[src/hdl/assert_macros.svh]
// Assertion shorthands for the Life grid engine RTL.
// Standalone header; included by files that carry concurrent checks.
`ifndef ASSERT_MACROS_SVH
`define ASSERT_MACROS_SVH

// Property must hold at every clock edge outside reset.
`define ASSERT_ALWAYS(label, clk, rst_n, prop, msg) \
    label: assert property (@(posedge clk) disable iff (!rst_n) (prop)) else $error(msg);

// Expression must never be true at a clock edge outside reset.
`define ASSERT_NEVER(label, clk, rst_n, expr, msg) \
    label: assert property (@(posedge clk) disable iff (!rst_n) !(expr)) else $error(msg);

`endif

[src/hdl/tlge_ram.sv]
// Generic simple dual-port RAM: one write port, one read port, registered read.
// No dependencies.
module tlge_ram #(
    parameter int WIDTH = 1,
    parameter int DEPTH = 16,
    localparam int AW   = $clog2(DEPTH)
) (
    input  logic             i_clk,
    input  logic             i_we,
    input  logic [AW-1:0]    i_waddr,
    input  logic [WIDTH-1:0] i_wdata,
    input  logic [AW-1:0]    i_raddr,
    output logic [WIDTH-1:0] o_rdata
);

    logic [WIDTH-1:0] r_mem [DEPTH];
    logic [WIDTH-1:0] r_rdata;

    always_ff @(posedge i_clk) begin
        if (i_we) begin
            r_mem[i_waddr] <= i_wdata;
        end
        r_rdata <= r_mem[i_raddr];
    end

    assign o_rdata = r_rdata;

endmodule

[config.mk]
export PLATFORM = sky130hd
export DESIGN_NAME = tlge_ram
export DESIGN_NICKNAME = d
export VERILOG_FILES = /design/src/hdl/assert_macros.svh /design/src/hdl/tlge_ram.sv
export SDC_FILE = /design/constraint.sdc
export NUM_CORES = 1
export LEC_CHECK = 0
export BUFFER_PORTS_ARGS = -buffer_cell sky130_fd_sc_hd__clkbuf_2
export CORE_AREA = 4 4 43 45
export DETAILED_ROUTE_END_ITERATION = 10
export DIE_AREA = 0 0 47 49
export PLACE_DENSITY = 0.81
export SETUP_SLACK_MARGIN = 0.4
export SYNTH_ARGS = -nofsm -noshare
export SYNTH_HDL_FRONTEND = slang
export SYNTH_SLANG_ARGS = --single-unit
[constraint.sdc]
create_clock -name i_clk -period 1.6 [get_ports i_clk]
set_clock_uncertainty 0.1 [all_clocks]
set_input_delay 0.08 -clock i_clk [delete_from_list [all_inputs] [get_ports i_clk]]
set_output_delay 0.08 -clock i_clk [all_outputs]
set_load 0.01 [all_outputs]
==> impl_metrics.csv <==
group,metric,value,unit
place,gp_congestion,0.741,
clock_tree,cts_buffers,3,
route,wl_per_cell,13.7,um
pwr,powerDensity,930,mW/mm2
timing,tns,0,ns
die,start_util,50.7,%
global_routing,grt_overflow,0,
final_layout,antenna-diode-count,0,
route,vias,441,
final_layout,synthToLayoutAreaGrowth,12.9,%
clock_tree,cts_setup_buffers,0,
setup_path,reg2reg_slack,0.32,ns
setup_path,path_depth,3,
place,port_buffers,11,
global_routing,grt_max_degree,17,
clock_tree,cts_sinks,17,
place,post-place-ws,0.298,ns
setup_path,cpPeakStageDelay,0.48,ns
setup_path,crit_path_top_delay_cell,"mux4_2",
outcome,status,"finished, final reports clean",
setup_path,reg2regPathDepth,3,
synthesis,synth.avg_cell_area,15.9,um2
setup_path,cp_top_family,"multiplexers",
setup_path,crit_start,"r_mem[2]$_DFFE_PP_",
pwr,vdd_ir_drop_max,0.571,mV
clock_tree,clockRootBuffer,"clkbuf_4",
die,pin_count,12,
setup_path,critPathMostFrequentCell,"mux2i_1",
clock_tree,clock_path_buffers,2,
route,avgViaCountPerCell,5.58,
setup_path,crit_buf_inv,0,
setup_path,cp-start-kind,"flop",
global_routing,antenna_found_initial,0,
setup_path,critPathKind,"reg -> reg",
clock_tree,htree_levels,1,
pwr,p_sw,157,uW
synthesis,synth_warnings,0,
die,rows,14,
die,die_area,0.00230,mm2
pwr,p_int,627,uW
timing,whs,0.0381,ns
die,core,0.00147,mm2
clock_tree,clk_latency,0.28,ns
global_routing,track_usage,10.8,%
global_routing,grt_pass1_vias,434,
synthesis,synth_seq_cells,17,
flow_run,max_cap_violations,0,
pwr,power_frac_seq,63.8,%
clock_tree,path_clk_slew,0.09,ns
pwr,comb_power_share,8.8,%
timing,min_period_over_period,79.8,%
setup_path,crit_chain,"mux4_2 > mux2i_1 > mux2i_1",
pwr,p_sw_share,20.0,%
synthesis,synthCells,47,
final_layout,drive_gt1_share,30.2,%
route,firstDrtPassIters,4,
min_path,hold_path_class,"in -> reg",
synthesis,synth_seq_area_share,67.1,%
route,drc_errors,0,
setup_path,cp_data_arrival_time,1.35,ns
route,drt_iter0_drc,15,
synthesis,syn_nets,58,
setup_path,worstReg2RegStart,"r_mem[2]$_DFFE_PP_",
pwr,p_clk_share,27.4,%
route,wirelength,1080,um
timing,drv_slew,0,
setup_path,crit_fanout,1,
synthesis,netlist_area,746,um2
timing,relSlewSlack,82.7,%
final_layout,num-fill-cells,135,
place,hpwl,855,um
route,ant_nets,0,
die,die_y,49,um
final_layout,nets,75,
timing,setup-violations-final,0,
clock_tree,ctsResizeCount,0,
setup_path,crit_end,"o_rdata$_DFF_P_",
timing,rsz0062_at_grt,"true",
timing,finalHoldViolCount,0,
setup_path,end_kind,"flop",
setup_path,r2r_end,"o_rdata$_DFF_P_",
timing,worst_pin_slew,0.258,ns
timing,fmax,0.783,GHz
timing,final.setup.worst_slack,0.323,ns
synthesis,synthDistinctLibCells,11,
die,die_w,47,um
setup_path,worstPathRequired,1.67,ns
global_routing,grt_pass1_wl,1760,um
pwr,leakagePower,0.000293,uW
timing,period_minus_slack,1.28,ns
clock_tree,cts_tree,"done",
==> cell usage in the layout, fill, tap and decap left out, drive strengths merged, types with 2 or more instances in the layout <==
cell	synthesis	layout
mux2i	3	3
clkbuf	0	15
nor3	4	4
nand2b	2	2
mux4	4	4
edfxtp	16	16
nor2	12	12
nand3b	2	2
==> synthesized netlist by cell type <==
library cell | instances | share of area, %
nand3b_1 | 2 | 2.0
edfxtp_1 | 16 | 64
mux2i_1 | 3 | 4.0
nand2_1 | 1 | 0.50
mux4_1 | 4 | 14
nand2b_1 | 2 | 1.7
nor3_1 | 4 | 2.7
nand3_1 | 1 | 0.67
nor2_1 | 12 | 6.0
or3b_2 | 1 | 1.2
dfxtp_1 | 1 | 2.7
==> per-stage QoR <==
step / area [um2] / total power [uW] / cells / utilization [%]
after CTS: 842 / 791 / 79 / 57.2
after detailed placement: 806 / 578 / 74 / 54.8
after global routing: 842 / 822 / 79 / 57.2
after floorplan: 731 / 543 / 47 / -
final: 842 / 783 / 79 / 57.2
after global placement: 806 / 576 / 74 / 54.8
==> worst min-delay path: cells and delay by family <==
kind / cells / cell delay, ns
buf+inv: 1 / 0.11
mux: 2 / 0.18
==> power groups by stage <==
stage          Sequential [uW]  Combinational [uW]  Clock, uW
2_1_floorplan              511                32.0          0
3_3_place_gp               509                66.4          0
3_5_place_dp               510                68.3          0
4_1_cts                    500                70.4        220
5_1_grt                    501                77.3        244
6_report                   500                69.0        215
==> sequential cells by signal (all words and copies together), names as in the netlist <==
name / cells
r_mem: 16
o_rdata: 1
==> repair_timing <==
action | 4_1_cts | 5_1_grt
endpoints found under the hold margin | 1 | 0
setup endpoints to repair | 1 | 1
pin swaps | 0 | 0
hold buffers | 1 | 0
==> routing by layer <==
metal  global-route usage [%]  routed length [um]
met2                     17.4                 556
met1                     13.7                 438
met4                     4.15                   8
met5                        0                   0
met3                     2.21                  75
==> cell families after synthesis <==
| family | Yosys count | synth area share (%) |
|---|---|---|
| AND/OR/NAND/NOR | 23 | 14.8 |
| multiplexers | 7 | 18.1 |
| flip-flops | 17 | 67.1 |
==> final cells by class <==
class                      instances  area [um2]  share of cell area, %
clock buffer                       4        26.3                   3.12
multi-input combinational         30         230                   27.3
sequential                        17         500                   59.4
tap                               16        20.0                   2.38
timing repair buffer              12        65.1                   7.73
==> worst min path at each step <==
stage	from	end	depth (start not counted)
global route	i_raddr[3]	o_rdata$_DFF_P_	3
floorplan	i_wdata	r_mem[0]$_DFFE_PP_	0
CTS	i_raddr[3]	o_rdata$_DFF_P_	3
global placement	i_raddr[2]	o_rdata$_DFF_P_	2
detailed placement	i_raddr[2]	o_rdata$_DFF_P_	2
finish	i_raddr[3]	o_rdata$_DFF_P_	3
Note: power is estimated with default switching activity, not from simulation.
